File: src/hw/rtl/cmbe_pkg.sv
// package for the conditional multiply/branch execute block
// types and codes shared by the register file and the top level, and the condition check used by the top level
// no dependencies
`default_nettype none

package cmbe_pkg;

    // register file geometry
    localparam int unsigned NumRegs = 16;
    localparam int unsigned RegAw   = 4;
    localparam int unsigned DataW   = 32;
    localparam int unsigned OffW    = 24;

    // register 15 doubles as the program counter
    localparam logic [RegAw-1:0] PC_IDX = 4'd15;

    // flag bit positions in nzcv
    localparam int unsigned FLAG_N = 3;
    localparam int unsigned FLAG_Z = 2;
    localparam int unsigned FLAG_C = 1;
    localparam int unsigned FLAG_V = 0;

    // supported condition codes
    localparam logic [3:0] COND_EQ = 4'h0;
    localparam logic [3:0] COND_NE = 4'h1;
    localparam logic [3:0] COND_GE = 4'ha;
    localparam logic [3:0] COND_LT = 4'hb;
    localparam logic [3:0] COND_GT = 4'hc;
    localparam logic [3:0] COND_LE = 4'hd;
    localparam logic [3:0] COND_AL = 4'he;

    typedef enum logic [1:0] {
        OP_MUL    = 2'd0,
        OP_BRANCH = 2'd1,
        OP_HALT   = 2'd2,
        OP_RSVD   = 2'd3
    } t_opcode;

    // register file write port
    typedef struct packed {
        logic             en;
        logic [RegAw-1:0] addr;
        logic [DataW-1:0] data;
    } t_rf_wr;

    // register file read request (pc port reads a fixed address)
    typedef struct packed {
        logic             en;
        logic [RegAw-1:0] rm;
        logic [RegAw-1:0] rs;
        logic [RegAw-1:0] rn;
    } t_rf_rd;

    // register file read data, available in the cycle after the request
    typedef struct packed {
        logic [DataW-1:0] rm;
        logic [DataW-1:0] rs;
        logic [DataW-1:0] rn;
        logic [DataW-1:0] pc;
    } t_rf_rdata;

    typedef struct packed {
        logic pass;
        logic bad;
    } t_cond_res;

    // condition code test against the current flags
    function automatic t_cond_res cond_check(input logic [3:0] cond, input logic [3:0] flags);
        logic      n;
        logic      z;
        logic      v;
        t_cond_res res;
        n        = flags[FLAG_N];
        z        = flags[FLAG_Z];
        v        = flags[FLAG_V];
        res.pass = 1'b0;
        res.bad  = 1'b0;
        case (cond)
            COND_EQ: res.pass = z;
            COND_NE: res.pass = !z;
            COND_GE: res.pass = (n == v);
            COND_LT: res.pass = (n != v);
            COND_GT: res.pass = !z && (n == v);
            COND_LE: res.pass = z || (n != v);
            COND_AL: res.pass = 1'b1;
            default: res.bad  = 1'b1;
        endcase
        return res;
    endfunction

endpackage

`default_nettype wire

File: src/hw/rtl/cmbe_ram.sv
// generic synchronous ram, one write port and two registered read ports
// no dependencies
`default_nettype none

module cmbe_ram #(
    parameter int unsigned Depth = 16,
    parameter int unsigned Width = 32
) (
    input  wire logic                     i_clk,
    input  wire logic                     i_we,
    input  wire logic [$clog2(Depth)-1:0] i_waddr,
    input  wire logic [Width-1:0]         i_wdata,
    input  wire logic                     i_re,
    input  wire logic [$clog2(Depth)-1:0] i_raddr0,
    input  wire logic [$clog2(Depth)-1:0] i_raddr1,
    output logic      [Width-1:0]         o_rdata0,
    output logic      [Width-1:0]         o_rdata1
);

    logic [Width-1:0] r_mem [Depth];
    logic [Width-1:0] r_rdata0;
    logic [Width-1:0] r_rdata1;

    // write port
    always_ff @(posedge i_clk) begin
        if (i_we) begin
            r_mem[i_waddr] <= i_wdata;
        end
    end

    // read ports, old data on a same-edge collision
    always_ff @(posedge i_clk) begin
        if (i_re) begin
            r_rdata0 <= r_mem[i_raddr0];
            r_rdata1 <= r_mem[i_raddr1];
        end
    end

    assign o_rdata0 = r_rdata0;
    assign o_rdata1 = r_rdata1;

endmodule

`default_nettype wire

File: src/hw/rtl/cmbe_regfile.sv
// register file: two mirrored ram copies giving four read ports, plus per-entry valid bits
// depends on cmbe_pkg and cmbe_ram
`default_nettype none

module cmbe_regfile (
    input  wire logic                  i_clk,
    input  wire logic                  i_rst_n,
    input  wire cmbe_pkg::t_rf_rd      i_rd,
    input  wire cmbe_pkg::t_rf_wr      i_wr,
    output cmbe_pkg::t_rf_rdata        o_rdata
);

    import cmbe_pkg::*;

    logic [NumRegs-1:0] r_valid;
    logic               r_vld_rm;
    logic               r_vld_rs;
    logic               r_vld_rn;
    logic               r_vld_pc;
    logic [DataW-1:0]   ram_rm;
    logic [DataW-1:0]   ram_rs;
    logic [DataW-1:0]   ram_rn;
    logic [DataW-1:0]   ram_pc;

    // copy a serves rm and rs
    cmbe_ram #(
        .Depth(NumRegs),
        .Width(DataW)
    ) u_ram_a (
        .i_clk   (i_clk),
        .i_we    (i_wr.en),
        .i_waddr (i_wr.addr),
        .i_wdata (i_wr.data),
        .i_re    (i_rd.en),
        .i_raddr0(i_rd.rm),
        .i_raddr1(i_rd.rs),
        .o_rdata0(ram_rm),
        .o_rdata1(ram_rs)
    );

    // copy b serves rn and the pc
    cmbe_ram #(
        .Depth(NumRegs),
        .Width(DataW)
    ) u_ram_b (
        .i_clk   (i_clk),
        .i_we    (i_wr.en),
        .i_waddr (i_wr.addr),
        .i_wdata (i_wr.data),
        .i_re    (i_rd.en),
        .i_raddr0(i_rd.rn),
        .i_raddr1(PC_IDX),
        .o_rdata0(ram_rn),
        .o_rdata1(ram_pc)
    );

    // valid bits: an entry never written reads as zero
    always_ff @(posedge i_clk) begin
        if (!i_rst_n) begin
            r_valid <= '0;
        end else if (i_wr.en) begin
            r_valid[i_wr.addr] <= 1'b1;
        end
    end

    // valid bits follow the read data through the read register
    always_ff @(posedge i_clk) begin
        if (!i_rst_n) begin
            r_vld_rm <= 1'b0;
            r_vld_rs <= 1'b0;
            r_vld_rn <= 1'b0;
            r_vld_pc <= 1'b0;
        end else if (i_rd.en) begin
            r_vld_rm <= r_valid[i_rd.rm];
            r_vld_rs <= r_valid[i_rd.rs];
            r_vld_rn <= r_valid[i_rd.rn];
            r_vld_pc <= r_valid[PC_IDX];
        end
    end

    assign o_rdata.rm = r_vld_rm ? ram_rm : '0;
    assign o_rdata.rs = r_vld_rs ? ram_rs : '0;
    assign o_rdata.rn = r_vld_rn ? ram_rn : '0;
    assign o_rdata.pc = r_vld_pc ? ram_pc : '0;

endmodule

`default_nettype wire

File: src/hw/rtl/conditional_multiply_branch_execute.sv
// pipeline: a transaction is registered in the read stage, then the commit stage, then the output register
// throughput: one instruction per cycle while the output is not back-pressured; the read stage
//   stalls when its instruction reads a register that the instruction just ahead writes
//   (multiply destination or pc)
// reset: synchronous active low; clears control, flags and halt mark; the register file reads
//   zero through per-entry valid bits, so no clearing pass is needed
`default_nettype none

module conditional_multiply_branch_execute (
    input  wire logic                         i_clk,
    input  wire logic                         i_rst_n,
    input  wire logic                         i_in_valid,
    output logic                              o_in_ready,
    input  wire logic [1:0]                   i_opcode,
    input  wire logic [3:0]                   i_condition,
    input  wire logic [cmbe_pkg::RegAw-1:0]   i_dest_reg,
    input  wire logic [cmbe_pkg::RegAw-1:0]   i_mult_reg,
    input  wire logic [cmbe_pkg::RegAw-1:0]   i_multiplier_reg,
    input  wire logic [cmbe_pkg::RegAw-1:0]   i_addend_reg,
    input  wire logic                         i_accumulate,
    input  wire logic                         i_set_flags,
    input  wire logic signed [cmbe_pkg::OffW-1:0] i_branch_offset,
    output logic                              o_out_valid,
    input  wire logic                         i_out_ready,
    output logic                              o_executed,
    output logic      [cmbe_pkg::DataW-1:0]   o_result_value,
    output logic      [3:0]                   o_flags_nzcv,
    output logic                              o_halted,
    output logic                              o_bad_condition
);

    import cmbe_pkg::*;

    // forward the newest matching write, else the ram data
    function automatic logic [DataW-1:0] fwd(input logic [RegAw-1:0] addr,
                                             input logic [DataW-1:0] ram,
                                             input t_rf_wr w1,
                                             input t_rf_wr w2);
        logic [DataW-1:0] val;
        val = ram;
        if (w2.en && (w2.addr == addr)) begin
            val = w2.data;
        end
        if (w1.en && (w1.addr == addr)) begin
            val = w1.data;
        end
        return val;
    endfunction

    // read stage
    logic              r_s1_v;
    t_opcode           r_s1_op;
    logic [3:0]        r_s1_cond;
    logic [RegAw-1:0]  r_s1_rd;
    logic [RegAw-1:0]  r_s1_rm;
    logic [RegAw-1:0]  r_s1_rs;
    logic [RegAw-1:0]  r_s1_rn;
    logic              r_s1_acc;
    logic              r_s1_sflag;
    logic [OffW-1:0]   r_s1_off;

    // commit stage
    logic              r_s2_v;
    t_opcode           r_s2_op;
    logic [3:0]        r_s2_cond;
    logic [RegAw-1:0]  r_s2_rd;
    logic              r_s2_acc;
    logic              r_s2_sflag;
    logic [OffW-1:0]   r_s2_off;
    logic [DataW-1:0]  r_s2_prod;
    logic [DataW-1:0]  r_s2_rn;
    logic [DataW-1:0]  r_s2_pc;

    // architectural flags and halt mark
    logic [3:0]        r_flags;
    logic              r_halt;

    // last two commits, for forwarding around the ram read latency
    t_rf_wr            r_w1;
    t_rf_wr            r_w2;

    // output register
    logic              r_ov;
    logic              r_o_exec;
    logic [DataW-1:0]  r_o_value;
    logic [3:0]        r_o_flags;
    logic              r_o_halt;
    logic              r_o_bad;

    t_rf_rd            rf_rd;
    t_rf_wr            rf_wr;
    t_rf_rdata         rf_rdata;

    logic              accept;
    logic              adv;
    logic              commit;
    logic              s2_free;
    logic              s1_move;
    logic              s1_free;
    logic              hazard;
    logic              s2_writes;
    logic [RegAw-1:0]  s2_waddr;
    logic              s1_reads;

    logic [DataW-1:0]  op_rm;
    logic [DataW-1:0]  op_rs;
    logic [DataW-1:0]  op_rn;
    logic [DataW-1:0]  op_pc;
    logic [DataW-1:0]  prod_full;

    t_cond_res         cres;
    logic              gated;
    logic              pass;
    logic              bad;
    logic [DataW-1:0]  mul_res;
    logic [DataW-1:0]  br_res;
    logic [DataW-1:0]  off_ext;
    logic [3:0]        n_flags;
    logic              n_halt;
    logic              n_exec;
    logic [DataW-1:0]  n_value;

    // register file
    cmbe_regfile u_regfile (
        .i_clk  (i_clk),
        .i_rst_n(i_rst_n),
        .i_rd   (rf_rd),
        .i_wr   (rf_wr),
        .o_rdata(rf_rdata)
    );

    // pipeline handshake
    assign adv       = !r_ov || i_out_ready;
    assign commit    = r_s2_v && adv;
    assign s2_free   = !r_s2_v || adv;
    assign s2_writes = r_s2_v && ((r_s2_op == OP_MUL) || (r_s2_op == OP_BRANCH));
    assign s2_waddr  = (r_s2_op == OP_MUL) ? r_s2_rd : PC_IDX;

    // raw interlock against the instruction in the commit stage
    always_comb begin
        case (r_s1_op)
            OP_MUL: s1_reads = (r_s1_rm == s2_waddr) || (r_s1_rs == s2_waddr)
                               || (r_s1_acc && (r_s1_rn == s2_waddr));
            OP_BRANCH: s1_reads = (s2_waddr == PC_IDX);
            default: s1_reads = 1'b0;
        endcase
    end

    assign hazard     = r_s1_v && s2_writes && s1_reads;
    assign s1_move    = r_s1_v && !hazard && s2_free;
    assign s1_free    = !r_s1_v || s1_move;
    assign o_in_ready = s1_free;
    assign accept     = i_in_valid && s1_free;

    // register file read issued with the transaction
    assign rf_rd.en = accept;
    assign rf_rd.rm = i_mult_reg;
    assign rf_rd.rs = i_multiplier_reg;
    assign rf_rd.rn = i_addend_reg;

    always_ff @(posedge i_clk) begin
        if (!i_rst_n) begin
            r_s1_v <= 1'b0;
        end else if (s1_free) begin
            r_s1_v <= accept;
        end
    end

    always_ff @(posedge i_clk) begin
        if (accept) begin
            r_s1_op    <= t_opcode'(i_opcode);
            r_s1_cond  <= i_condition;
            r_s1_rd    <= i_dest_reg;
            r_s1_rm    <= i_mult_reg;
            r_s1_rs    <= i_multiplier_reg;
            r_s1_rn    <= i_addend_reg;
            r_s1_acc   <= i_accumulate;
            r_s1_sflag <= i_set_flags;
            r_s1_off   <= i_branch_offset;
        end
    end

    // operand forwarding and multiply, low word only
    assign op_rm     = fwd(r_s1_rm, rf_rdata.rm, r_w1, r_w2);
    assign op_rs     = fwd(r_s1_rs, rf_rdata.rs, r_w1, r_w2);
    assign op_rn     = fwd(r_s1_rn, rf_rdata.rn, r_w1, r_w2);
    assign op_pc     = fwd(PC_IDX, rf_rdata.pc, r_w1, r_w2);
    assign prod_full = op_rm * op_rs;

    always_ff @(posedge i_clk) begin
        if (!i_rst_n) begin
            r_s2_v <= 1'b0;
        end else if (s2_free) begin
            r_s2_v <= s1_move;
        end
    end

    always_ff @(posedge i_clk) begin
        if (s1_move) begin
            r_s2_op    <= r_s1_op;
            r_s2_cond  <= r_s1_cond;
            r_s2_rd    <= r_s1_rd;
            r_s2_acc   <= r_s1_acc;
            r_s2_sflag <= r_s1_sflag;
            r_s2_off   <= r_s1_off;
            r_s2_prod  <= prod_full;
            r_s2_rn    <= op_rn;
            r_s2_pc    <= op_pc;
        end
    end

    // condition test, accumulate, branch target, flag update
    assign cres    = cond_check(r_s2_cond, r_flags);
    assign gated   = (r_s2_op == OP_MUL) || (r_s2_op == OP_BRANCH);
    assign pass    = gated && cres.pass;
    assign bad     = gated && cres.bad;
    assign mul_res = r_s2_prod + (r_s2_acc ? r_s2_rn : '0);
    assign off_ext = {{(DataW-OffW-2){r_s2_off[OffW-1]}}, r_s2_off, 2'b00};
    assign br_res  = r_s2_pc + off_ext;

    always_comb begin
        n_flags = r_flags;
        if (pass && (r_s2_op == OP_MUL) && r_s2_sflag) begin
            n_flags[FLAG_N] = mul_res[DataW-1];
            n_flags[FLAG_Z] = (mul_res == '0);
        end
        n_halt  = r_halt || (r_s2_op == OP_HALT);
        n_exec  = pass || (r_s2_op == OP_HALT);
        n_value = '0;
        if (pass) begin
            n_value = (r_s2_op == OP_MUL) ? mul_res : br_res;
        end
    end

    // write back
    assign rf_wr.en   = commit && pass;
    assign rf_wr.addr = s2_waddr;
    assign rf_wr.data = (r_s2_op == OP_MUL) ? mul_res : br_res;

    always_ff @(posedge i_clk) begin
        if (!i_rst_n) begin
            r_flags <= '0;
            r_halt  <= 1'b0;
            r_w1    <= '0;
            r_w2    <= '0;
        end else if (commit) begin
            r_flags <= n_flags;
            r_halt  <= n_halt;
            r_w1    <= rf_wr;
            r_w2    <= r_w1;
        end
    end

    // output register
    always_ff @(posedge i_clk) begin
        if (!i_rst_n) begin
            r_ov <= 1'b0;
        end else if (adv) begin
            r_ov <= r_s2_v;
        end
    end

    always_ff @(posedge i_clk) begin
        if (commit) begin
            r_o_exec  <= n_exec;
            r_o_value <= n_value;
            r_o_flags <= n_flags;
            r_o_halt  <= n_halt;
            r_o_bad   <= bad;
        end
    end

    assign o_out_valid     = r_ov;
    assign o_executed      = r_o_exec;
    assign o_result_value  = r_o_value;
    assign o_flags_nzcv    = r_o_flags;
    assign o_halted        = r_o_halt;
    assign o_bad_condition = r_o_bad;

    // checks
    a_stall_one_cycle: assert property (@(posedge i_clk) disable iff (!i_rst_n)
        (hazard && adv) |=> !hazard)
        else $error("interlock held for more than one cycle");

    a_halt_sticky: assert property (@(posedge i_clk) disable iff (!i_rst_n)
        r_halt |=> r_halt)
        else $error("halt mark cleared without reset");

    a_cv_untouched: assert property (@(posedge i_clk) disable iff (!i_rst_n)
        commit |=> (!r_flags[FLAG_C] && !r_flags[FLAG_V]))
        else $error("carry or overflow flag changed");

    a_exec_not_bad: assert property (@(posedge i_clk) disable iff (!i_rst_n)
        o_out_valid |-> !(o_executed && o_bad_condition))
        else $error("transaction both executed and flagged bad condition");

endmodule

`default_nettype wire
File: config.mk
export PLATFORM = sky130hd
export DESIGN_NAME = conditional_multiply_branch_execute
export DESIGN_NICKNAME = d
export VERILOG_FILES = /design/src/hw/rtl/cmbe_pkg.sv /design/src/hw/rtl/cmbe_ram.sv /design/src/hw/rtl/cmbe_regfile.sv /design/src/hw/rtl/conditional_multiply_branch_execute.sv
export SDC_FILE = /design/constraint.sdc
export NUM_CORES = 2
export LEC_CHECK = 0
export ABC_AREA = 1
export BUFFER_PORTS_ARGS = -buffer_cell sky130_fd_sc_hd__buf_2
export CORE_ASPECT_RATIO = 1.4
export CORE_MARGIN = 2
export CORE_UTILIZATION = 25
export DETAILED_ROUTE_END_ITERATION = 16
export PLACE_DENSITY = 0.48
export SLEW_MARGIN = 20
export SYNTH_ARGS = -nofsm -noshare
export SYNTH_HDL_FRONTEND = slang
export SYNTH_SLANG_ARGS = --single-unit
File: constraint.sdc
create_clock -name i_clk -period 7 [get_ports i_clk]
set_clock_uncertainty 0.1 [all_clocks]
set_input_delay 0 -clock i_clk [delete_from_list [all_inputs] [get_ports i_clk]]
set_output_delay 0 -clock i_clk [all_outputs]
set_load 0.03 [all_outputs]
; ---- Yosys cells after proc, flatten, opt, wreduce, memory -nomap -nowiden
; Memory sizes are Yosys's and may differ from the RTL's. A register that Yosys moved wholly into a read port is not among the register bits.
; Index checks and enable logic that the tools add are counted.
[word_totals]
regBits = 317
ramBits = 1024
input_bits = 52
wordCells = 143
mem_count = 2
[memory_table]
columns = name, depth, word_bits, read_ports, rd_ports_with_merged_regs, wr, line
row1 = u_regfile.u_ram_a.r_mem, 16, 32, 2, 2, 1, cmbe_ram.sv:20  ; logic [Width-1:0] r_mem [Depth];
row2 = u_regfile.u_ram_b.r_mem, 16, 32, 2, 2, 1, cmbe_ram.sv:20
[op_classes]
add_sub_neg = 2
multipliers = 1
n_lt_le_gt_ge = 5
n_eq_ne = 21
muxes = 29
bitwise_logic = 2
n_reduce_logical = 42
[ops]
columns = cell, count
row1 = $mux W32, 14
row2 = $add A32 B32 Y32, 2
row3 = $eq A4 B4 Y1, 9
row4 = $eq A4 B4 Y1 const B, 8
row5 = $logic_not A32 Y1, 1
row6 = $mul A32 B32 Y32, 1
row7 = $logic_and A1 B1 Y1, 23
row8 = $lt A4 B5 Y1 const B, 4
row9 = $or A16 B16 Y16, 1
row10 = $bmux W1 S4, 3
row11 = $logic_or A1 B1 Y1, 9
row12 = $mux W1, 7
row13 = $pmux W1 S7, 1
row14 = $reduce_or A7 Y1, 1
row15 = $logic_not A1 Y1, 5
row16 = $demux W1 S4, 1
row17 = $eq A2 B1 Y1 const B, 2
row18 = $eq A4 B1 Y1 const B, 1
row19 = $ge A4 B1 Y1 const B, 1
row20 = $logic_not A2 Y1, 2
row21 = $logic_not A4 Y1, 1
row22 = $mux W4, 1
row23 = $eq A2 B2 Y1 const B, 1
row24 = $mux W2, 1
row25 = 2 further kinds, 2

; ---- Depth between registers and ports, before layout
[depth]
ltp_word = 12
ltp_mapped = 41
ltp_nobuf = 39

; ---- By module
; A second synthesis with hierarchy kept.
[unflattened]
cells_unflattened = 11179
area_unflattened_um2 = 93692.4
[modules_own_cells]
columns = module, instances, cells_per_inst, area_per_inst_um2
row1 = conditional_multiply_branch_execute, 1, 4072, 32801.5
row2 = cmbe_ram (u_regfile.u_ram_a), 1, 3317, 29314.4
row3 = cmbe_ram (u_regfile.u_ram_b), 1, 3317, 29311.9
row4 = cmbe_regfile, 1, 473, 2264.7

; ---- Least setup slack after synthesis
; Ideal clock, no wire load.
[synth_timing]
path_type = reg-to-reg
from = reg r_s1_rm[2]
to = reg r_s2_prod[28], data pin
setup_time_ns = 0.259
arrival_ns = 7.310
slack_ns = -0.669
path_stages_with_launch = 37
cell_sequence = edfxtp_1 nand2_1 nand2_1 nor2_4 nand2_4 buf_6 buf_6 nand3_1 o211ai_1 nand2_1 clkbuf_1 buf_1 nor2_1 fa_1 inv_1 fa_1 fa_1 inv_1 fa_1 ha_1 ha_1 inv_1 fa_1 inv_1 fa_1 ha_1 nand2_1 o21ai_1 a21boi_0 o21ai_1 a21oi_1 o21bai_1 a21boi_1 o21ai_0 nand2_1 nand2_1 xor2_1
[synth_via]
elab_chain_len = 5
elab_cells_between_ends = 7
cone_classes = mul: 1 / eq/ne: 2 / mux: 2 / reduce/logical: 2
[synth_lines]
columns = item, line
row1 = from (decl), conditional_multiply_branch_execute.sv:55  ; logic [RegAw-1:0] r_s1_rm;
row2 = from (signal assigned), conditional_multiply_branch_execute.sv:174  ; r_s1_rm <= i_mult_reg;
row3 = $eq A4 B4 Y1, conditional_multiply_branch_execute.sv:41  ; if (w2.en && (w2.addr == addr)) begin
row4 = $logic_and A1 B1 Y1, conditional_multiply_branch_execute.sv:41
row5 = $mux W32, conditional_multiply_branch_execute.sv:41
row6 = $mux W32 *, conditional_multiply_branch_execute.sv:44  ; if (w1.en && (w1.addr == addr)) begin
row7 = $mul A32 B32 Y32 *, conditional_multiply_branch_execute.sv:188  ; assign prod_full = op_rm * op_rs;
row8 = net prod_full[28], conditional_multiply_branch_execute.sv:109  ; logic [DataW-1:0] prod_full;
row9 = to (signal assigned), conditional_multiply_branch_execute.sv:206  ; r_s2_prod <= prod_full;
row10 = to (decl), conditional_multiply_branch_execute.sv:70  ; logic [DataW-1:0] r_s2_prod;
; Mark *: on every way through the listed nets, which the timed path passes. The rest lies on a longest branch.
; A chain may end at the register's enable or synchronous reset.

; ---- Worst setup path after layout
; Same ends and word-level chain as after synthesis.

==> impl_metrics.tcl <==
set metrics [dict create \
    largest_fanout_on_the_critical_path 8 \
    clkSinkCount 957 \
    routedWlPerCell_um 24.4 \
    first_pass_grt_wire_length_um 409000 \
    timing.critical_path.to_type "flip-flop" \
    synth-seq-area-share_pct 41.7 \
    grt_antenna_before_repair 19 \
    drt_wl_total_um 288000 \
    worst-slew-pin-transition_ns 1.33 \
    synth.largest_area_cell "sky130_fd_sc_hd__edfxtp_1" \
    setup_repair_after_global_routing_missed_its_margin "yes" \
    die-height_um 615 \
    min_period_ns 7.84 \
    vias_in_the_first_global_route 59100 \
    synth_cells 7723 \
    complex_gate_fraction_of_the_synthesized_area_pct 17.9 \
    avgSynthCellArea_um2 8.62 \
    gp_congestion 0.961 \
    worst_hold_path_type "primary input to flip-flop" \
    boundaryPins 93 \
    drv_slew 0 \
    global_route.peak_usage_layer "met2" \
    drc 0 \
    core-area_um2 265000 \
    timing.critical_path.mode_cell "sky130_fd_sc_hd__fa_2" \
    ys_dominant_reg_cell "sky130_fd_sc_hd__edfxtp_1" \
    synth_enable_flop_cells 857 \
    yosys_warnings 0 \
    detailed_place_hpwl_um 207000 \
    yosys.area_share.adder_pct 15.8 \
    max-vdd-ir-drop_v 0.000230 \
    synth_cell_types 51 \
    initial_standard_cell_utilization_of_the_core_pct 25.1 \
    worstSetupStartpointType "flip-flop" \
    placed_cell_area_um2 75500 \
    slew_headroom_pct 10.7 \
    vias_per_cell 5.01 \
    numCtsBuffers 99 \
    route.antenna.remaining_nets 0 \
    timing.critical_path.required_ns 7.39 \
    status "finished, violations left" \
    first_iter_violations 5567 \
    async_reset_ff_share_pct 0 \
    area_growth_syn_to_layout_pct 22.6 \
    crit_path_largest_cell_delay_ns 0.57 \
    syn_area_um2 66600 \
    tritonroute_pass_1_iters 6 \
    globalRouteOverflowTotal 0 \
    dieArea_um2 271000 \
    muxShareOfSynthArea_pct 0 \
    maximum_number_of_pins_on_one_net_before_global_route_repair 195 \
    final_setup_violating_endpoints 18 \
    cts_tree "yes" \
    max_freq_mhz 128 \
    die_x_um 440 \
    cp.arrival_ns 8.23 \
    groute.layer.met2.usage_pct 36.8 \
    gr-usage-all-layers_pct 20.6 \
    clkSlewWorstSetupHoldPaths_ns 0.07 \
    cts_buffer_depth 3 \
    cts.root.buffer_cell "sky130_fd_sc_hd__clkbuf_16" \
    final.setup.worst_slack_ns -0.838 \
    power_density_nw_per_um2 196 \
    combinational_family_with_the_most_area_after_synthesis "compound AO/OA/AOI/OAI gates" \
    portBuffers 90 \
    report.power.total_mw 16.0 \
    grt_use_met3_pct 2.43 \
    finalCritPeriodShare_pct 112 \
    finalHoldViolations 0 \
    synth_area_leaders "sky130_fd_sc_hd__edfxtp_1, sky130_fd_sc_hd__fa_1, sky130_fd_sc_hd__nand2_1" \
    final_design_area_no_fill_um2 81600 \
    maxCapViolations 0 \
    failed_checks "setup timing" \
    vias 59300 \
    synth_xor_area_share_pct 1.16 \
    ctsHtreeMaxLevel 3 \
    synth.top_cell.area_share_pct 38.6 \
    layout.nets 8844 \
    grt.met1_usage_pct 23.3 \
    cp_slowest_cell "sky130_fd_sc_hd__fa_2" \
    final.hold.worst_slack_ns 0.0889 \
    critPathKind "flip-flop to flip-flop" \
    num_rows 224 \
    postSynthRegisterBits 957 \
    drive_gt1_share_pct 15.5 \
    clock_insertion_delay_worst_skew_ns 0.75 \
    p_leak_nw 33.6 \
    synth_simple_gate_area_share_pct 14.7 \
]
## power breakdown
part | switching [mW] | leakage, nW | internal, mW | total (mW)
clock network | 2.46 | 1.64 | 3.09 | 5.55
logic | 2.50 | 23.2 | 1.18 | 3.67
registers | 0.156 | 8.74 | 6.65 | 6.80
total | 5.11 | 33.6 | 10.9 | 16.0
## logic make-up (layout without fill, tap and decap cells)
family                     Yosys count  after routing
and+or+nand+nor                   2382           2384
AOI/OAI and AO/OA                 2169           2169
buffers and inverters             1536           2093
DFF                                957            957
adders and majority gates          593            593
xor gates and xnor gates            85             85
other                                1             35
## synth_stat cells (11+ instances only)
library cell and count:
sky130_fd_sc_hd__o21ai_1 24, sky130_fd_sc_hd__a31oi_1 20, sky130_fd_sc_hd__inv_1 990, sky130_fd_sc_hd__nor2_1 428
sky130_fd_sc_hd__buf_4 14, sky130_fd_sc_hd__nand2_1 1422, sky130_fd_sc_hd__o22ai_1 18, sky130_fd_sc_hd__inv_2 52
sky130_fd_sc_hd__nand4_1 11, sky130_fd_sc_hd__o211ai_1 167, sky130_fd_sc_hd__nor4_1 16, sky130_fd_sc_hd__nand2_2 20
sky130_fd_sc_hd__dfxtp_1 100, sky130_fd_sc_hd__xnor2_1 25, sky130_fd_sc_hd__a21oi_1 841, sky130_fd_sc_hd__o221ai_1 106
sky130_fd_sc_hd__or2_2 15, sky130_fd_sc_hd__clkbuf_1 395, sky130_fd_sc_hd__a21o_1 11, sky130_fd_sc_hd__fa_1 410
sky130_fd_sc_hd__ha_1 183, sky130_fd_sc_hd__buf_1 54, sky130_fd_sc_hd__edfxtp_1 857, sky130_fd_sc_hd__o21ai_0 929
sky130_fd_sc_hd__xor2_1 58, sky130_fd_sc_hd__o21a_1 21, sky130_fd_sc_hd__buf_2 16, sky130_fd_sc_hd__nand3_1 437
## critical path: cells and delay by family, from the launching register on
family | cells | cell delay (ns)
adders and majority gates | 9 | 4.38
xor gates and xnor gates | 1 | 0.14
DFF | 1 | 0.45
AOI/OAI and AO/OA | 7 | 0.86
buffers and inverters | 7 | 0.94
and+or+nand+nor | 8 | 0.71
## per-layer routing
metal / part of all wire, % / up-vias
li1: - / 27000
met2: 50 / 2437
met3: 5.7 / 686
met4: 7.3 / 0
met5: 0 / -
met1: 37 / 29100
## metrics by stage
step	utilization [%]	std cells	worst slack, ns	TNS (ns)
after floorplan	-	7724	-0.291	-1.45
after global placement	28.4	11500	-1.03	-13.07
after detailed placement	28.4	11500	-1.02	-13.31
after CTS	30.4	11800	-0.742	-8.75
after global routing	30.7	11800	-1.03	-13.49
final	30.7	11800	-0.838	-9.59
## flip-flops by register name, summed over array words and instances, names as in the netlist, 16 cells and up
register and flops:
u_regfile.u_ram_b.o_rdata0 32, u_regfile.u_ram_a.o_rdata1 32, r_w2 37, r_w1 37, r_s1_off 24, u_regfile.u_ram_a.r_mem 32, u_regfile.u_ram_b.r_mem 480, u_regfile.u_ram_b.o_rdata1 32
r_s2_prod 32, u_regfile.r_valid 16, o_result_value 32, r_s2_off 24, u_regfile.u_ram_a.o_rdata0 32, r_s2_rn 32, r_s2_pc 32
## worst paths after layout
| check | slack [ns] | from | cells past startpoint | end |
|---|---|---|---|---|
| setup / recovery | -0.84 | r_s1_rm[2] | 32 | r_s2_prod[28] |
| hold / removal | 0.09 | i_out_ready | 5 | o_out_valid |
| setup reg to reg | -0.84 | r_s1_rm[2] | 32 | r_s2_prod[28] |
| hold reg to reg | 0.31 | r_s1_cond[1] | 0 | r_s2_cond[1] |
## cell usage in the layout (no fill, tap or decap), drive strengths merged, types with 20 or more instances in the layout
cell type,count
nand2,1447
inv,1043
o21ai,957
edfxtp,857
a21oi,841
buf,766
nand3,442
nor2,435
fa,410
ha,183
o211ai,169
clkbuf,133
o221ai,106
dfxtp,100
dlygate4sd3,88
xor2,58
clkinv,50
diode,33
xnor2,25
o21a,21
a31oi,20
## area by class of cell
class | count | area [µm²]
Fill cell | 27600 | 184000
Multi-Input combinational cell | 5233 | 34400
Sequential cell | 957 | 27700
Timing Repair Buffer | 859 | 7680
Tap cell | 3503 | 4380
Inverter | 1049 | 4000
Clock buffer | 128 | 2790
Clock inverter | 57 | 576
Antenna cell | 33 | 82.6
## what timing repair did
item,in CTS,in global routing
buffers inserted,28,35
endpoints found under the setup margin,19,20
hold buffers,88,0
endpoints found under the hold margin,163,0
resized for setup,153,163
gates cloned,3,3
pin swaps,37,98
(Power assumes the default switching activity.)
